`src/sv/ljpf_pkg.sv`:
```
// Shared types, constants and helper functions for the Lennard-Jones pair force block.
// Used by every module of the block; depends on nothing else.
package ljpf_pkg;

    // Number formats.
    localparam int COORD_WIDTH   = 32;
    localparam int FRAC_BITS     = 16;
    localparam int RES_WIDTH     = 32;
    localparam int VAL_WIDTH     = 64;
    localparam int HALF_WIDTH    = VAL_WIDTH / 2;
    localparam int PROD_WIDTH    = 2 * VAL_WIDTH;
    localparam int DIFF_WIDTH    = COORD_WIDTH + 2;
    localparam int MAG_WIDTH     = COORD_WIDTH + 1;
    localparam int SQ_WIDTH      = 2 * MAG_WIDTH;
    localparam int CFG_IDX_WIDTH = 8;
    localparam int STAT_WIDTH    = 2;

    // Queue between the front and the back.
    localparam int Q_DEPTH = 8;
    localparam int Q_AW    = $clog2(Q_DEPTH);
    localparam int Q_CW    = Q_AW + 1;

    // Latencies of the shared arithmetic units.
    localparam int DIV_STEPS = VAL_WIDTH;
    localparam int MUL_LAT   = 2;

    // Configuration register indexes.
    localparam logic [CFG_IDX_WIDTH-1:0] CFG_SIGMA_SQ = CFG_IDX_WIDTH'(0);
    localparam logic [CFG_IDX_WIDTH-1:0] CFG_EPSILON  = CFG_IDX_WIDTH'(1);

    // Reset value of both constants: 1.0.
    localparam logic [RES_WIDTH-1:0] ONE_Q = RES_WIDTH'(64'(1) << FRAC_BITS);

    // Status codes.
    localparam logic [STAT_WIDTH-1:0] ST_OK   = STAT_WIDTH'(0);
    localparam logic [STAT_WIDTH-1:0] ST_SAT  = STAT_WIDTH'(1);
    localparam logic [STAT_WIDTH-1:0] ST_ZERO = STAT_WIDTH'(2);

    // Input word: one atom pair.
    typedef struct packed {
        logic signed [COORD_WIDTH-1:0] first_x;
        logic signed [COORD_WIDTH-1:0] first_y;
        logic signed [COORD_WIDTH-1:0] first_z;
        logic signed [COORD_WIDTH-1:0] second_x;
        logic signed [COORD_WIDTH-1:0] second_y;
        logic signed [COORD_WIDTH-1:0] second_z;
        logic signed [COORD_WIDTH-1:0] shift_x;
        logic signed [COORD_WIDTH-1:0] shift_y;
        logic signed [COORD_WIDTH-1:0] shift_z;
    } t_in_item;

    // Output word: force, energy and virial terms.
    typedef struct packed {
        logic signed [RES_WIDTH-1:0] force_x;
        logic signed [RES_WIDTH-1:0] force_y;
        logic signed [RES_WIDTH-1:0] force_z;
        logic signed [RES_WIDTH-1:0] half_potential;
        logic signed [RES_WIDTH-1:0] half_pressure;
        logic [STAT_WIDTH-1:0]       status;
    } t_out_item;

    // Classified pair as it travels from the front to the back.
    typedef struct packed {
        logic [2:0][MAG_WIDTH-1:0] mag;
        logic [2:0]                neg;
        logic [VAL_WIDTH-1:0]      r2;
        logic                      zero;
        logic                      clamp;
    } t_pair;

    // Queue status seen by both sides.
    typedef struct packed {
        logic [Q_CW-1:0] count;
        logic            not_empty;
    } t_q_stat;

    // Product narrowed back to a 64-bit magnitude.
    typedef struct packed {
        logic                 clamp;
        logic [VAL_WIDTH-1:0] val;
    } t_nar;

    // Saturated signed result.
    typedef struct packed {
        logic                        clamp;
        logic signed [RES_WIDTH-1:0] val;
    } t_sat;

    // Drop the fraction bits of a double-width product and clamp to 64 bits.
    function automatic t_nar narrow(input logic [PROD_WIDTH-1:0] p);
        t_nar r;
        r.clamp = |p[PROD_WIDTH-1:VAL_WIDTH+FRAC_BITS];
        r.val   = r.clamp ? {VAL_WIDTH{1'b1}} : p[VAL_WIDTH+FRAC_BITS-1:FRAC_BITS];
        return r;
    endfunction

endpackage

```
`src/sv/ljpf_fifo.sv`:
```
// Short word queue that decouples the front from the back of the pair force block.
// Depends on ljpf_pkg.
module ljpf_fifo
    import ljpf_pkg::*;
(
    input  logic    i_clk,
    input  logic    i_rst_n,
    input  logic    i_push,
    input  t_pair   i_pair,
    input  logic    i_pop,
    output t_pair   o_pair,
    output t_q_stat o_q_stat
);

    t_pair           r_mem [Q_DEPTH];
    logic [Q_AW-1:0] r_wp, r_rp;
    logic [Q_CW-1:0] r_count;

    // Pointers and fill count.
    always_ff @(posedge i_clk) begin
        if (!i_rst_n) begin
            r_wp    <= '0;
            r_rp    <= '0;
            r_count <= '0;
        end else begin
            if (i_push) begin
                r_wp <= r_wp + Q_AW'(1);
            end
            if (i_pop) begin
                r_rp <= r_rp + Q_AW'(1);
            end
            r_count <= r_count + Q_CW'(i_push) - Q_CW'(i_pop);
        end
    end

    // Storage.
    always_ff @(posedge i_clk) begin
        if (i_push) begin
            r_mem[r_wp] <= i_pair;
        end
    end

    assign o_pair             = r_mem[r_rp];
    assign o_q_stat.count     = r_count;
    assign o_q_stat.not_empty = (r_count != '0);

endmodule

```
`config.mk`:
```
export PLATFORM = sky130hd
export DESIGN_NAME = ljpf_fifo
export DESIGN_NICKNAME = d
export VERILOG_FILES = /design/src/sv/ljpf_pkg.sv /design/src/sv/ljpf_fifo.sv
export SDC_FILE = /design/constraint.sdc
export NUM_CORES = 1
export LEC_CHECK = 0
export BUFFER_PORTS_ARGS = -buffer_cell sky130_fd_sc_hd__buf_4
export CAP_MARGIN = 10
export CORE_MARGIN = 1.5
export CORE_UTILIZATION = 49
export DETAILED_ROUTE_END_ITERATION = 7
export PLACE_DENSITY_LB_ADDON = 0.25
export SLEW_MARGIN = 20
export SYNTH_ARGS = -nofsm -noshare
export SYNTH_HDL_FRONTEND = slang
export SYNTH_SLANG_ARGS = --single-unit
```
`constraint.sdc`:
```
create_clock -name i_clk -period 24.9 [get_ports i_clk]
set_clock_uncertainty 0.15 [all_clocks]
set_input_delay 7.47 -clock i_clk [delete_from_list [all_inputs] [get_ports i_clk]]
set_output_delay 7.47 -clock i_clk [all_outputs]
set_load 0.1 [all_outputs]
```
==> impl_metrics.py <==
metrics = {
    "worst_setup_path": {
        "reg2reg_depth": 4,
        "startpoint_type": "flip-flop",
        "cp_data_required_time_ns": 17.28,
        "arrival_ns": 5.06,
        "r2r-start": "r_wp[2]",
        "cp-end-kind": "primary output",
        "critical_path_class": "reg2out",
        "worstPathMaxFanout": 47,
        "worstReg2RegEnd": "r_mem[2][22]",
        "r2r_slack_ns": 21.55,
    },
    "yosys": {
        "synth.distinct_cells": 23,
        "syn_area_um2": 50900,
        "synth.avg_cell_area_um2": 25.3,
        "synth_nets": 2189,
        "synthCells": 2009,
        "ys_seq_area_share_pct": 79.8,
        "synth_warnings": 0,
        "synth_seq_cells": 1357,
    },
    "clocking": {
        "cts_root_buf": "clkbuf_16",
        "post_cts_resized": 0,
        "clockBufferDepth": 3,
        "cts_setup_buffers": 0,
        "clkSinkCount": 1357,
        "cts_made_buffers": 136,
        "h-tree-depth": 4,
        "insertion_delay_ns": 0.72,
        "clk_pin_slew_ns": 0.06,
        "hold_buffers": 0,
        "cts_tree": "yes",
    },
    "timing": {
        "max_clock_freq_mhz": 78.9,
        "fin_ws_ns": 12.22,
        "slew_headroom_pct": 28.6,
        "fin_crit_sh_pct": 50.9,
        "rsz0062_at_grt": "no",
        "fin_setup_tns_ns": 0,
        "setup-violations-final": 0,
        "hold_violations": 0,
        "period_minus_slack_ns": 12.68,
        "tightest_slew_ns": 1.07,
        "drv_slew": 0,
    },
    "global_routing": {
        "track_usage_pct": 19.6,
        "grt_pass1_vias": 24000,
        "grt_pass1_wl_mm": 153,
        "grt-ovfl-total": 0,
        "antenna_found_initial": 14,
        "grt_max_degree": 108,
    },
    "layout": {
        "area_growth_syn_to_layout_pct": 17.0,
        "mostFrequentLayoutCells": "1,344 x edfxtp_1, 387 x buf_4, 336 x mux4_2",
        "fin_nets": 2622,
        "drive_above_1_share_pct": 43.0,
        "final_common_cell": "edfxtp_1",
    },
    "die": {
        "dieArea_um2": 106000,
        "dieWidth_um": 325,
        "initial_core_util_pct": 49.3,
        "ios": 345,
        "rows": 118,
        "die_h_um": 325,
        "core_um2": 103000,
    },
    "route": {
        "routed_wl_mm": 103,
        "drt-pass1-iter-count": 5,
        "drc": 0,
        "wl_per_cell_um": 26.1,
        "dr.first_iter.drc_count": 1729,
        "vias": 22100,
        "drtAntennaViolNets": 0,
        "vias_per_cell": 5.63,
    },
    "pwr": {
        "peakVddDrop_mv": 0.0786,
        "seqPwrFrac_pct": 48.7,
        "p_int_mw": 3.95,
        "p_leak_nw": 18.9,
        "switching_share_pct": 25.8,
        "power_frac_comb_pct": 14.2,
        "totalPowerFinal_mw": 5.33,
        "p_per_area_nw_per_um2": 89.4,
        "power.switching_mw": 1.37,
        "p_clk_share_pct": 37.1,
    },
    "worst_hold_path": {
        "hp-class": "reg2reg",
        "whs_path_depth": 2,
        "hold_path_startpoint": "r_rp[1]",
    },
    "placed_design": {
        "dpl.hpwl_mm": 55.8,
        "globalplace.congestion": 0.715,
        "post-place-ws_ns": 12.76,
        "numPortBuffers": 344,
    },
    "flow_run": {
        "cap_violations": 0,
    },
    "outcome": {
        "outcome": "finished clean",
    },
}
==> cells in the mapped netlist <==
library cell,number,area [um^2]
a21o_1,1,7.51
a21oi_1,1,5.00
and2_1,7,43.8
buf_1,8,30.0
buf_2,34,170
buf_6,6,67.6
clkbuf_1,47,176
dfxtp_1,13,260
edfxtp_1,1344,40400
fa_1,1,20.0
ha_1,7,87.6
inv_1,7,26.3
mux2_2,168,1890
mux2i_1,3,30.0
mux4_2,336,7570
nand2_1,5,18.8
nand2b_1,4,25.0
nand3_1,1,5.00
nor2_1,6,22.5
nor2b_1,3,18.8
nor3_1,2,10.0
xnor2_1,3,26.3
xor2_1,2,17.5
==> per-layer routing <==
metal  track usage (%)  routed length (um)  vias up
li1                  -                   -     9504
met1              24.8               40400    11800
met2              33.3               53000      626
met3              5.60                7110      143
met4              5.30                1880       24
met5                 0                 157        -
==> critical path, cell delays in order, from the launching register on <==
cell     delay, ns
dfxtp_4       0.77
buf_4         0.72
buf_4         0.75
buf_4         0.82
mux4_2        0.59
mux2_2        0.29
buf_4         0.24
==> worst max path at each step <==
| stage | start | endpoint | slack, ns | depth (start not counted) |
|---|---|---|---|---|
| floorplan | i_push | r_mem[0][0] | 4.96 | 2 |
| global placement | flip-flop | o_pair[129] | 12.84 | 6 |
| detailed placement | flip-flop | o_pair[3] | 12.76 | 6 |
| CTS | flip-flop | o_pair[3] | 11.96 | 6 |
| global route | flip-flop | o_pair[131] | 11.69 | 6 |
| finish | flip-flop | o_pair[135] | 12.22 | 6 |
==> cell type report <==
cell class / instances / area (um^2)
clock inverter: 67 / 618
sequential: 1357 / 40600
fill: 7303 / 43600
antenna: 3 / 7.51
multi-input combinational: 550 / 9850
timing repair buffer: 390 / 2960
inverter: 7 / 26.3
tap: 1380 / 1730
clock buffer: 176 / 3730
==> state kept, by name (all words and copies together), names as in the netlist, named ones only <==
signal   cells
r_mem     1344
r_count      4
r_rp         3
r_wp         3
==> power by group through the flow <==
| stage | sequential [mW] | combinational (mW) | clock [mW] |
|---|---|---|---|
| final | 2.59 | 0.759 | 1.97 |
| after floorplan | 2.67 | 0.564 | 0 |
| after global placement | 2.64 | 0.759 | 0 |
| after detailed placement | 2.64 | 0.766 | 0 |
| after CTS | 2.59 | 0.768 | 2.02 |
| after global routing | 2.60 | 0.791 | 2.10 |
==> cells by family (layout without fill, tap and decap cells) <==
group,count (synthesis),after routing,share of synthesized area (%)
buffers and inverters,102,640,0.925
muxes,507,507,18.6
DFF,1357,1357,79.8
xor gates and xnor gates,5,5,0.0861
other,0,3,0
adders and majority gates,8,8,0.211
and+or+nand+nor,28,28,0.283
AOI/OAI and AO/OA,2,2,0.0246
==> through the flow <==
step | hold WS [ns] | utilization, % | area, um^2 | instances
floorplan | 0.362 | - | 50900 | 2009
global placement | 0.366 | 53.5 | 55200 | 3683
detailed placement | 0.385 | 53.5 | 55200 | 3683
CTS | 0.391 | 57.7 | 59500 | 3926
global route | 0.431 | 57.7 | 59600 | 3928
finish | 0.387 | 57.7 | 59600 | 3930
Power figures use the tool's default switching activity.
